[src/hdl/mde_pkg.sv]
// Package for the marker delimited extractor.
// Holds item and result types, register indexes, status codes and reset values.
// No dependencies.
package mde_pkg;

    typedef logic [0:0] t_cfg_idx;

    localparam t_cfg_idx CFG_START_MARKER = 1'b0;
    localparam t_cfg_idx CFG_END_MARKER   = 1'b1;

    localparam logic [63:0] START_MARKER_RST = 64'd5281388957146239828;
    localparam logic [63:0] END_MARKER_RST   = 64'd5281388957146236228;

    typedef logic [1:0] t_status;

    localparam t_status STAT_RUN       = 2'd0;
    localparam t_status STAT_END_FOUND = 2'd1;
    localparam t_status STAT_NO_START  = 2'd2;
    localparam t_status STAT_NO_END    = 2'd3;

    typedef enum logic [1:0] {
        MODE_HUNT    = 2'd0,
        MODE_PAYLOAD = 2'd1,
        MODE_DONE    = 2'd2
    } t_mode;

    typedef struct packed {
        logic [7:0] data_byte;
        logic       stream_end;
    } t_item;

    typedef struct packed {
        logic        payload_valid;
        logic [7:0]  payload_byte;
        t_status     status;
        logic [31:0] start_offset;
        logic [31:0] payload_length;
        logic        last;
    } t_result;

endpackage

[src/hdl/marker_delimited_extractor.sv]
// Top level of the marker delimited extractor: input register, configuration
// registers and result register around mde_scan. Depends on mde_pkg, mde_scan.
//
//  channel   dir   handshake                  payload
//  s_axis    in    s_axis_tvalid/tready       tdata byte, tlast end of stream
//  m_axis    out   m_axis_tvalid/tready       tdata byte/offset/length, tuser, tlast
//  cfg       in    i_cfg_valid/o_cfg_ready    i_cfg_index, i_cfg_data
//
// One item per cycle; each item passes the input register and the scan logic,
// and any result that it yields is held in the result register. The result register is
// the only bound on rate: an item advances when it is empty or being taken.
// Synchronous reset clears the stream state and reloads both markers.
// A stalled result holds; the input side keeps one item waiting meanwhile.
module marker_delimited_extractor
    import mde_pkg::*;
#(
    parameter int MARKER_BYTES = 8,
    parameter int OFFSET_BITS  = 32
) (
    input  logic        i_clk,
    input  logic        i_rst_n,
    input  logic        s_axis_tvalid,
    output logic        s_axis_tready,
    input  logic [7:0]  s_axis_tdata,   // [7:0] data_byte
    input  logic        s_axis_tlast,
    output logic        m_axis_tvalid,
    input  logic        m_axis_tready,
    output logic [71:0] m_axis_tdata,   // [7:0] payload_byte, [39:8] start_offset,
                                        // [71:40] payload_length
    output logic [2:0]  m_axis_tuser,   // [0] payload_valid, [2:1] status
    output logic        m_axis_tlast,
    input  logic        i_cfg_valid,
    output logic        o_cfg_ready,
    input  t_cfg_idx    i_cfg_index,
    input  logic [63:0] i_cfg_data
);

    logic        r_in_vld;
    t_item       r_in;
    logic        r_out_vld;
    t_result     r_out;
    logic [63:0] r_start_marker;
    logic [63:0] r_end_marker;

    logic        adv;
    logic        have;
    t_result     res;

    assign adv           = r_in_vld && (!r_out_vld || m_axis_tready);
    assign s_axis_tready = !r_in_vld || adv;
    assign o_cfg_ready   = 1'b1;

    mde_scan #(
        .MARKER_BYTES (MARKER_BYTES),
        .OFFSET_BITS  (OFFSET_BITS)
    ) u_scan (
        .i_clk          (i_clk),
        .i_rst_n        (i_rst_n),
        .i_step         (adv),
        .i_item         (r_in),
        .i_start_marker (r_start_marker),
        .i_end_marker   (r_end_marker),
        .o_have         (have),
        .o_res          (res)
    );

    always_ff @(posedge i_clk) begin
        if (!i_rst_n) begin
            r_start_marker <= START_MARKER_RST;
            r_end_marker   <= END_MARKER_RST;
        end else if (i_cfg_valid) begin
            unique case (i_cfg_index)
                CFG_START_MARKER: r_start_marker <= i_cfg_data;
                CFG_END_MARKER:   r_end_marker   <= i_cfg_data;
                default: begin
                end
            endcase
        end
    end

    always_ff @(posedge i_clk) begin
        if (!i_rst_n) begin
            r_in_vld <= 1'b0;
        end else if (s_axis_tready) begin
            r_in_vld <= s_axis_tvalid;
        end
    end

    always_ff @(posedge i_clk) begin
        if (s_axis_tvalid && s_axis_tready) begin
            r_in.data_byte  <= s_axis_tdata;
            r_in.stream_end <= s_axis_tlast;
        end
    end

    always_ff @(posedge i_clk) begin
        if (!i_rst_n) begin
            r_out_vld <= 1'b0;
        end else if (adv && have) begin
            r_out_vld <= 1'b1;
        end else if (m_axis_tready) begin
            r_out_vld <= 1'b0;
        end
    end

    always_ff @(posedge i_clk) begin
        if (adv && have) begin
            r_out <= res;
        end
    end

    assign m_axis_tvalid = r_out_vld;
    assign m_axis_tdata  = {r_out.payload_length, r_out.start_offset, r_out.payload_byte};
    assign m_axis_tuser  = {r_out.status, r_out.payload_valid};
    assign m_axis_tlast  = r_out.last;

endmodule

[src/hdl/mde_scan.sv]
// Scan stage: byte window, marker compare, mode and stream positions.
// Produces at most one result per advanced item. Depends on mde_pkg.
module mde_scan
    import mde_pkg::*;
#(
    parameter int MARKER_BYTES = 8,
    parameter int OFFSET_BITS  = 32
) (
    input  logic        i_clk,
    input  logic        i_rst_n,
    input  logic        i_step,
    input  t_item       i_item,
    input  logic [63:0] i_start_marker,
    input  logic [63:0] i_end_marker,
    output logic        o_have,
    output t_result     o_res
);

    localparam int WIN_W  = 8 * MARKER_BYTES;
    localparam int FILL_W = $clog2(MARKER_BYTES + 1);
    localparam logic [FILL_W-1:0]    FILL_FULL = FILL_W'(MARKER_BYTES);
    localparam logic [OFFSET_BITS-1:0] POS_MAX = {OFFSET_BITS{1'b1}};
    localparam logic [OFFSET_BITS:0]   MB_EXT  = (OFFSET_BITS + 1)'(MARKER_BYTES);

    logic [WIN_W-1:0]       r_win,    n_win;
    logic [FILL_W-1:0]      r_fill,   n_fill;
    t_mode                  r_mode,   n_mode;
    logic [OFFSET_BITS-1:0] r_pos,    n_pos;
    logic [OFFSET_BITS-1:0] r_pstart, n_pstart;

    logic [WIN_W+7:0]       win_cat;
    logic [WIN_W-1:0]       win_sh;
    logic                   full_before;
    logic                   full_after;
    logic                   start_hit;
    logic                   end_hit;
    logic [OFFSET_BITS-1:0] pos_inc;
    logic [OFFSET_BITS:0]   pos_p1;
    logic [OFFSET_BITS:0]   end_off;
    logic [OFFSET_BITS:0]   len;
    logic                   fin;

    assign fin         = i_item.stream_end;
    assign win_cat     = {r_win, i_item.data_byte};
    assign win_sh      = win_cat[WIN_W-1:0];
    assign full_before = (r_fill == FILL_FULL);
    assign full_after  = full_before || (r_fill == FILL_FULL - FILL_W'(1));
    assign start_hit   = full_after && (win_sh == i_start_marker[WIN_W-1:0]);
    assign end_hit     = full_after && (win_sh == i_end_marker[WIN_W-1:0]);
    assign pos_inc     = (r_pos == POS_MAX) ? r_pos : r_pos + OFFSET_BITS'(1);
    assign pos_p1      = {1'b0, r_pos} + (OFFSET_BITS + 1)'(1);
    assign end_off     = (pos_p1 >= MB_EXT) ? pos_p1 - MB_EXT : '0;
    assign len         = (end_off > {1'b0, r_pstart}) ? end_off - {1'b0, r_pstart} : '0;

    always_comb begin
        n_mode = r_mode;
        unique case (r_mode)
            MODE_HUNT: begin
                if (start_hit) begin
                    n_mode = MODE_PAYLOAD;
                end
            end
            MODE_PAYLOAD: begin
                if (end_hit) begin
                    n_mode = MODE_DONE;
                end
            end
            MODE_DONE: begin
                n_mode = MODE_DONE;
            end
            default: begin
                n_mode = MODE_HUNT;
            end
        endcase
        if (fin) begin
            n_mode = MODE_HUNT;
        end
    end

    always_comb begin
        n_win    = win_sh;
        n_fill   = full_before ? r_fill : r_fill + FILL_W'(1);
        n_pos    = pos_inc;
        n_pstart = r_pstart;
        o_have   = 1'b0;
        o_res    = '0;
        unique case (r_mode)
            MODE_HUNT: begin
                if (start_hit) begin
                    n_pstart = pos_inc;
                    n_win    = '0;
                    n_fill   = '0;
                    if (fin) begin
                        o_have             = 1'b1;
                        o_res.status       = STAT_NO_END;
                        o_res.start_offset = 32'(pos_inc);
                        o_res.last         = 1'b1;
                    end
                end else if (fin) begin
                    o_have       = 1'b1;
                    o_res.status = STAT_NO_START;
                    o_res.last   = 1'b1;
                end
            end
            MODE_PAYLOAD: begin
                if (full_before) begin
                    o_have              = 1'b1;
                    o_res.payload_valid = 1'b1;
                    o_res.payload_byte  = r_win[WIN_W-1 -: 8];
                    o_res.start_offset  = 32'(r_pstart);
                end
                if (end_hit) begin
                    o_have               = 1'b1;
                    o_res.status         = STAT_END_FOUND;
                    o_res.start_offset   = 32'(r_pstart);
                    o_res.payload_length = 32'(len);
                    o_res.last           = 1'b1;
                end else if (fin) begin
                    o_have             = 1'b1;
                    o_res.status       = STAT_NO_END;
                    o_res.start_offset = 32'(r_pstart);
                    o_res.last         = 1'b1;
                end
            end
            default: begin
                o_have = 1'b0;
            end
        endcase
        if (fin) begin
            n_win    = '0;
            n_fill   = '0;
            n_pos    = '0;
            n_pstart = '0;
        end
    end

    always_ff @(posedge i_clk) begin
        if (!i_rst_n) begin
            r_win    <= '0;
            r_fill   <= '0;
            r_mode   <= MODE_HUNT;
            r_pos    <= '0;
            r_pstart <= '0;
        end else if (i_step) begin
            r_win    <= n_win;
            r_fill   <= n_fill;
            r_mode   <= n_mode;
            r_pos    <= n_pos;
            r_pstart <= n_pstart;
        end
    end

endmodule

[config.mk]
export PLATFORM = sky130hd
export DESIGN_NAME = marker_delimited_extractor
export DESIGN_NICKNAME = d
export VERILOG_FILES = /design/src/hdl/mde_pkg.sv /design/src/hdl/marker_delimited_extractor.sv /design/src/hdl/mde_scan.sv
export SDC_FILE = /design/constraint.sdc
export NUM_CORES = 1
export LEC_CHECK = 0
export BUFFER_PORTS_ARGS = -buffer_cell sky130_fd_sc_hd__buf_2
export CORE_MARGIN = 8
export CORE_UTILIZATION = 45
export CTS_CLUSTER_SIZE = 8
export DETAILED_ROUTE_END_ITERATION = 8
export SLEW_MARGIN = 30
export SYNTH_ARGS = -nofsm -noshare
export SYNTH_HDL_FRONTEND = slang
export SYNTH_HIERARCHICAL = 1
export SYNTH_SLANG_ARGS = --single-unit
[constraint.sdc]
create_clock -name i_clk -period 17.8 [get_ports i_clk]
set_input_delay 0 -clock i_clk [delete_from_list [all_inputs] [get_ports i_clk]]
set_output_delay 0 -clock i_clk [all_outputs]
set_load 0.005 [all_outputs]
==> reports/metrics.cfg, run 1 <==
[route]
vias_per_cell=5.499
firstDrtPassIters=5
wl_per_cell_microns=18.86
route.detailed.drc=0
drtIter0Drc=1294
vias=15330
final_antenna_net_count=0
routed_wl_microns=52550

[pwr]
p_clk_share_pct=39.7
p_comb_share_pct=19.5
power_mw=2.136
total_leakage_power_nw=8.866
power_switching_mw=0.6121
power_density_nw_per_um2=98.35
p_sw_share_pct=28.66
ir_drop_uv=65.78
seqPwrFrac_pct=40.8
internal_power_mw=1.524

[cts]
tritoncts=yes
postCtsResizedCells=0
cts.sinks=349
path_clk_slew_ps=50
clock-root-buffer=clkbuf_16
cts.path.max_buffers=3
clk_latency_ps=600
ctsHtreeMaxLevel=2
numCtsBuffers=49

[hold_path]
hold_end=r_in[8]
hold_depth=2
min_path_type=primary input to flip-flop
worstHoldStart=s_axis_tdata[7]

[synthesis]
synth_flop_cell=dfxtp_1
synth_compound_area_share_pct=14.29
netlist_instances=2070
synth_area_sq_um=18630
synthMuxAreaShare_pct=3.983
synth_top_area_share_pct=28.37
synth_fp_nets=2190
ys_async_sr_fraction_pct=0
ys_seq_area_share_pct=42.08
yosys_warnings=6
synth_top_family_by_area=simple AND/OR/NAND/NOR gates
synth.distinct_cells=76
synth_simple_gate_area_share_pct=20.47
yosys.area.top_type=dfxtp_1
synth_edf_count=85
synth_xor_area_share_pct=10.20
synthTopCellsByArea=dfxtp_1, edfxtp_1, xor2_1
synthAdderAreaFrac_pct=2.794
synth-seq-cells=349
syn_avg_cell_area_sq_um=8.998

[global_routing]
grt.total_usage_pct=21.38
grt_pass1_vias=14830
grt_pass1_wl_microns=82840
grt-ovfl-total=0
antenna_found_initial=0
grt_max_degree=212

[timing]
final-max-slew-violation-count=0
tightest_slew_ps=940.1
report.final.setup_viol=0
period_share_pct=41.30
holdWs_ps=117.7
fin_skew_ps=38.53
fmax_mhz=136.0
relSlewSlack_pct=36.80
period_needed_ps=7351
fin_tns_setup_ps=0
finalHoldViolations=0
rsz0062_at_grt=false

[worst_setup_path]
rr_startpoint=u_scan/r_pos[0]
crit_type=flip-flop to flip-flop
startpoint_type=flip-flop
end_kind=flip-flop
reg2reg_depth=21
rr_endpoint=m_axis_tdata[70]
path_max_fanout=32
reg2reg_slack_ps=10450
worstPathArrival_ps=7670
cp_data_required_time_ps=18120

[final_layout]
most-common-layout-cells=dfxtp_1, nand2_1, buf_2
fillers=3725
area_delta_synth_final_pct=16.60
diodes=0
fin_nets=2355
layout-drive-gt1-share_pct=12.46
layout_commonest_cell=dfxtp_1
final_core_util_pct=53.19

[die]
die_height_microns=219.5
die-area_sq_um=48160
die_x_microns=219.5
ios=158
num_rows=74
core_sq_um=40830
initial_core_util_pct=45.62

[placement]
routabilityCongestion=0.9075
dp_hpwl_microns=36360
portBuffers=156

[run]
maxCapViolCount=0

[outcome]
status=finished clean

-- worst max-delay path by stage --
stage | start | endpoint | slack [ps] | depth (start not counted)
after floorplan | u_scan/r_pos[0] | m_axis_tdata[66] | 12030 | 22
after global placement | u_scan/r_pos[0] | m_axis_tdata[66] | 10820 | 21
after detailed placement | u_scan/r_pos[0] | m_axis_tdata[66] | 10590 | 21
after CTS | u_scan/r_pos[0] | m_axis_tdata[66] | 10520 | 21
after global routing | u_scan/r_pos[0] | m_axis_tdata[66] | 9860 | 21
final | u_scan/r_pos[0] | m_axis_tdata[70] | 10450 | 21
-- what timing repair did --
item                      in CTS  in global routing
hold buffers                  83                  0
buffers inserted               0                  0
hold endpoints to repair     155                  0
-- worst max-delay path, stage by stage, from the launching register on --
cell	delay, ps
dfxtp_1	490
ha_1	340
nand4_1	230
nor4_2	890
nand4_1	200
xor2_1	390
nand3_1	190
nor4_4	350
and2b_2	620
or2_2	220
ha_1	150
inv_1	60
fa_1	420
a211oi_1	230
o21ai_0	220
a211oi_1	280
o21ai_0	260
a41oi_1	510
o22ai_1	210
a41oi_1	500
nand2_1	130
o2111a_1	170
-- cell families after synthesis --
logic type                 Yosys count
buffers and inverters              253
AOI/OAI and AO/OA                  378
muxes                               74
other                                1
and+or+nand+nor                    757
adders and majority gates           41
xor gates and xnor gates           217
DFF                                349
-- through the flow --
stage | worst slack (ps) | instances | area [sq um]
2_1_floorplan | 12030 | 2070 | 18630
3_3_place_gp | 10820 | 2633 | 19520
3_5_place_dp | 10590 | 2633 | 19520
4_1_cts | 10520 | 2787 | 21710
5_1_grt | 9855 | 2787 | 21720
6_report | 10450 | 2787 | 21720
-- metal layers --
layer	GRT usage, %	up-vias	wire length [microns]
li1	-	7523	-
met1	27.28	7303	23350
met2	36.68	400	25220
met5	0	-	0
met4	7.251	0	1551
met3	3.085	99	2425
-- power by group through the flow --
stage	Clock, mW	Combinational, mW	Sequential, mW
after floorplan	0	0.316	0.877
after global placement	0	0.392	0.885
after detailed placement	0	0.397	0.886
after CTS	0.869	0.413	0.870
after global routing	0.904	0.455	0.874
final	0.849	0.417	0.871
-- Yosys cell counts (8+ instances only) --
library cell / count
buf_4: 25
nor4_1: 37
a21boi_0: 71
nand3_1: 128
inv_1: 113
nand3b_1: 26
buf_1: 12
a21oi_1: 67
and2_1: 8
a31oi_1: 12
xnor2_1: 102
o21ai_0: 69
ha_1: 40
nor2_1: 126
o211ai_1: 41
buf_2: 31
a22oi_1: 24
nand2_1: 250
edfxtp_1: 85
and3_1: 40
clkbuf_1: 66
mux2i_1: 73
o21a_1: 8
dfxtp_1: 264
or4_1: 8
nor2b_1: 25
xor2_1: 115
nor3_1: 24
o211ai_2: 20
a21o_1: 24
nand4_1: 34
-- final cells by class --
cell class                      instances  area, sq um  area share (%)
Clock buffer                           68         1308           6.020
Clock inverter                          3        58.81          0.2708
Inverter                              113        424.2           1.953
Multi-Input combinational cell       1468         9676           44.55
Sequential cell                       349         7838           36.09
Tap cell                              532        665.6           3.065
Timing Repair Buffer                  254         1749           8.054
-- state kept, by name, summed over array words and instances, names as in the netlist --
register	cells
r_in	9
m_axis_tdata	72
u_scan/r_mode	2
r_end_marker	64
u_scan/r_pstart	32
u_scan/r_win	64
u_scan/r_pos	32
u_scan/r_fill	4
m_axis_tlast	1
r_start_marker	64
m_axis_tvalid	1
m_axis_tuser	3
r_in_vld	1
No activity file was read; power rests on OpenSTA's default activity.
==> run 2, diff against run 1 <==
==> constraint.sdc (replaced) <==
create_clock -name i_clk -period 6.9 [get_ports i_clk]
set_input_delay 0 -clock i_clk [delete_from_list [all_inputs] [get_ports i_clk]]
set_output_delay 0 -clock i_clk [all_outputs]
set_load 0.005 [all_outputs]
==> run 2 against run 1 <==
- final cell count up 0.54%
- fmax is 14% higher
- flip-flop and latch count is the same
- largest cell class unchanged
- clock skew is 7.2 ps lower
- cell area rose by 0.92%
- critical path type unchanged
- register-to-register slack worse by 10000 ps
- highest routed layer unchanged
- first-iteration DRC count fell by 7.2%
- critical path depth down 2
- clock-buffer cell count decreased by 1
==> reports/metrics.cfg, run 2 (synthesis results as in run 1) <==
[cts]
clk_latency_ps=610
numCtsBuffers=50
clock-root-buffer=clkbuf_16
path_clk_slew_ps=50
postCtsSetupBuffers=0
cts.path.max_buffers=3
tritoncts=yes
ctsHtreeMaxLevel=2
cts.sinks=349

[die]
initial_core_util_pct=45.62
die-area_sq_um=48160
die_height_microns=219.5
num_rows=74
die_x_microns=219.5
core_sq_um=40830
ios=158

[global_routing]
grt_pass1_vias=15120
antenna_found_initial=0
grt_max_degree=205
grt-ovfl-total=0
grt_pass1_wl_microns=83630
grt.total_usage_pct=21.55

[route]
route.detailed.drc=0
final_antenna_net_count=0
wl_per_cell_microns=19.08
drtIter0Drc=1201
vias=15480
vias_per_cell=5.524
firstDrtPassIters=5
routed_wl_microns=53470

[final_layout]
largest_reg_flops=72
diodes=0
multiInputGateArea_sq_um=9703
most-common-layout-cells=dfxtp_1, nand2_1, buf_2
layout.cells.non_filler=2802
fin_nets=2370
area_delta_synth_final_pct=17.67
layout_commonest_cell=dfxtp_1
fin_area_sq_um=21920
fillers=3791
regArea_sq_um=7838
layout-drive-gt1-share_pct=13.13

[timing]
fmax_mhz=154.4
relSlewSlack_pct=36.21
rsz0062_at_grt=false
timing.final.ws_setup_ps=423.9
report.final.setup_viol=0
period_needed_ps=6476
tightest_slew_ps=954.5
period_share_pct=93.86
fin_tns_setup_ps=0
finalHoldViolations=0
final-max-slew-violation-count=0
fin_skew_ps=31.37

[worst_setup_path]
path_max_fanout=20
crit_type=flip-flop to flip-flop
crit_path_frequent_cell=nor2_1
end_kind=flip-flop
cp_data_required_time_ps=7250
critPathTopFamily=compound AO/OA/AOI/OAI gates
max_stage_delay_ps=750
worstPathArrival_ps=6820
cp_slowest_cell=or4_1
startpoint_type=flip-flop
cp_num_buf_inv=1
crit_chain=nand4_2 -> or4_1 -> o311a_4 -> a211oi_4 -> nand3_1 -> nor4_4 -> and2b_2 -> buf_4 -> nor2_1 -> ha_1 -> a211oi_1 -> nor2_1 -> o41ai_1 -> o221a_2 -> o31a_1 -> o21ai_0 -> a21oi_2 -> o22ai_2 -> and3b_1

[run]
maxCapViolCount=0

[pwr]
total_leakage_power_nw=8.954
power_mw=5.622
ir_drop_uv=174.1
power_density_nw_per_um2=256.5

[placement]
portBuffers=156
pre_cts_slack_ps=468.6
dp_hpwl_microns=36810
placed_cell_area_sq_um=19600
dp.cells=2644
routabilityCongestion=0.8945

[hold_path]
min_path_type=primary input to flip-flop

[outcome]
status=finished clean

## run 2: timing repair
item / CTS / global route
setup endpoints to repair: 0 / 10
gates resized for setup: 0 / 2
hold buffers: 85 / 0
endpoints found under the hold margin: 149 / 0
## run 2: power breakdown
part           switching [mW]  internal, mW  leakage, nW
combinational           0.647         0.462         5.34
sequential             0.0689          2.18         2.93
clock                   0.903          1.36        0.690
total                    1.62          4.00         8.95
## run 2: final cells by class
| type | instances | share of cell area [%] |
|---|---|---|
| clock buffers | 67 | 6.045 |
| well taps | 532 | 3.037 |
| repair buffers | 267 | 8.448 |
| multi-input cells | 1469 | 44.27 |
| inverters | 113 | 1.935 |
| flip-flops and latches | 349 | 35.76 |
| clock inverters | 5 | 0.5081 |
## run 2: final timing paths
check                           from                  to  slack [ps]  depth (start not counted)
setup / recovery     u_scan/r_pos[2]    m_axis_tdata[54]         420                         19
hold / removal       s_axis_tdata[7]             r_in[8]         110                          2
setup reg to reg     u_scan/r_pos[2]    m_axis_tdata[54]         420                         19
hold reg to reg   r_start_marker[32]  r_start_marker[32]         470                          2
## run 2: per-layer routing
metal / routed length, microns / up-vias / track usage [%] / share of wire [%]
met4: 1602 / 0 / 7.718 / 3.0
met5: 0 / - / 0 / 0
met3: 2599 / 92 / 3.071 / 4.9
li1: - / 7569 / - / -
met1: 23110 / 7363 / 26.97 / 43
met2: 26160 / 454 / 37.46 / 49
## run 2: metrics by stage
| step | hold WS, ps | util (%) |
|---|---|---|
| 6_report | 108.4 | 53.68 |
| 5_1_grt | 94.50 | 53.68 |
| 4_1_cts | 68.58 | 53.61 |
| 3_5_place_dp | 178.1 | 48.01 |
| 3_3_place_gp | 176.4 | 48.00 |
| 2_1_floorplan | 98.87 | - |
==> run 3, diff against run 2 <==
--- a/config.mk
+++ b/config.mk
@@ -10,6 +10,7 @@
 export CORE_UTILIZATION = 45
 export CTS_CLUSTER_SIZE = 8
 export DETAILED_ROUTE_END_ITERATION = 8
+export MAX_ROUTING_LAYER = met4
 export SLEW_MARGIN = 30
 export SYNTH_ARGS = -nofsm -noshare
 export SYNTH_HDL_FRONTEND = slang
==> run 3 against run 2 <==
- cell area decreased by 0.41%
- critical path depth unchanged
- final cell count about the same
- power decreased by 1.9%
- routed wire length decreased by 1.2%
- critical path type unchanged
- highest routed layer unchanged
==> reports/metrics.cfg, run 3 (synthesis results as in run 1) <==
[route]
vias_per_cell=5.482
wl_per_cell_microns=18.86
firstDrtPassIters=5
route.detailed.drc=0
final_antenna_net_count=0
vias=15360
drtIter0Drc=1059
routed_wl_microns=52820

[worst_setup_path]
setup.worst_path.start=u_scan/r_pos[2]
cp_data_required_time_ps=7290
rr_endpoint=m_axis_tdata[42]
end_kind=flip-flop
reg2reg_depth=19
setup.worst_path.end=m_axis_tdata[42]
crit_type=flip-flop to flip-flop
worstPathArrival_ps=6910
reg2reg_slack_ps=370
path_max_fanout=32
startpoint_type=flip-flop
rr_startpoint=u_scan/r_pos[2]

[placement]
dp_hpwl_microns=37040
portBuffers=156
routabilityCongestion=0.9082

[run]
maxCapViolCount=0

[cts]
tritoncts=yes
cts.sinks=349
path_clk_slew_ps=50
numCtsBuffers=49
cts.path.max_buffers=3
ctsHtreeMaxLevel=2
clock-root-buffer=clkbuf_16
clk_latency_ps=590

[global_routing]
grt_pass1_wl_microns=84520
grt.total_usage_pct=22.32
grt_max_degree=205
grt_pass1_vias=15380
antenna_found_initial=0
grt-ovfl-total=0

[final_layout]
fillers=3742
most-common-layout-cells=dfxtp_1, nand2_1, buf_2
largest_reg_flops=72
area_delta_synth_final_pct=17.19
layout_commonest_cell=dfxtp_1
layout-drive-gt1-share_pct=12.96
fin_nets=2369
diodes=0

[timing]
finalHoldViolations=0
relSlewSlack_pct=38.96
tightest_slew_ps=915.6
period_share_pct=94.57
fin_skew_ps=24.62
final-max-slew-violation-count=0
report.final.setup_viol=0
fmax_mhz=153.2
period_needed_ps=6525
rsz0062_at_grt=false
fin_tns_setup_ps=0

[die]
num_rows=74
die-area_sq_um=48160
ios=158
initial_core_util_pct=45.62
core_sq_um=40830
die_x_microns=219.5
die_height_microns=219.5

[pwr]
total_leakage_power_nw=8.916
power_switching_mw=1.570
ir_drop_uv=181.5
power_mw=5.516
power_density_nw_per_um2=252.7
p_comb_share_pct=19.6
p_sw_share_pct=28.45
seqPwrFrac_pct=40.7
internal_power_mw=3.947
p_clk_share_pct=39.6

[outcome]
status=finished clean

[hold_path]
min_path_type=primary input to flip-flop

## run 3: what timing repair did
action | in CTS | in global routing
hold buffers | 84 | 0
resized for setup | 0 | 1
endpoints found under the hold margin | 148 | 0
setup endpoints to repair | 0 | 5
setup buffers | 0 | 0
## run 3: worst min-delay path by stage
stage	startpoint	endpoint	slack, ps	cells after the start
finish	s_axis_tdata[5]	r_in[6]	130	2
global route	s_axis_tdata[7]	r_in[8]	140	2
CTS	s_axis_tdata[4]	r_in[5]	100	2
detailed placement	s_axis_tlast	r_in[0]	180	1
global placement	s_axis_tdata[3]	r_in[4]	180	1
floorplan	s_axis_tlast	r_in[0]	100	0
## run 3: area by class of cell
cell class | instances | area, sq um | share of cell area [%]
multi-input combinational | 1468 | 9687 | 44.38
sequential | 349 | 7838 | 35.91
timing repair buffer | 268 | 1853 | 8.489
clock buffer | 69 | 1323 | 6.059
tap | 532 | 665.6 | 3.049
inverter | 113 | 424.2 | 1.943
clock inverter | 2 | 38.79 | 0.1777
## run 3: power groups by stage
stage          Clock, mW  Combinational, mW  Sequential, mW
2_1_floorplan          0              0.815            2.26
3_3_place_gp           0               1.02            2.28
3_5_place_dp           0               1.03            2.29
4_1_cts             2.24               1.08            2.25
5_1_grt             2.33               1.20            2.26
6_report            2.19               1.08            2.25
## run 3: critical path: stages, from the launching register on
cell and delay (ps):
dfxtp_1 510, nand4_2 260, or4_1 760, o311a_4 420
a211oi_4 300, nand3_1 160, nor4_4 360, and2b_2 310
buf_4 230, nor2_1 90, ha_1 390, and4_1 250
and3_1 200, nand3_1 100, o211a_1 300, o31a_1 390
o21ai_0 290, a21oi_1 150, o22ai_4 500, nor4b_2 320
## run 3: metrics by stage
stage               setup WS [ps]  hold slack (ps)  instances  cell area [sq um]  util, %
finish                      374.6            130.8       2801              21830    53.46
global route                11.25            142.7       2801              21830    53.46
CTS                         393.2            101.7       2801              21820    53.44
detailed placement          431.9            178.1       2646              19620    48.05
global placement            577.1            176.6       2646              19610    48.04
floorplan                    1134            98.87       2070              18630        -
## run 3: routing by layer
layer | vias to the layer above | part of all wire [%] | wire length (microns) | global-route usage (%)
met5 | - | 0 | 0 | -
li1 | 7566 | - | - | -
met3 | 79 | 5.0 | 2655 | 2.674
met1 | 7289 | 44 | 23120 | 27.51
met4 | 0 | 2.8 | 1470 | 7.718
met2 | 421 | 48 | 25580 | 37.60
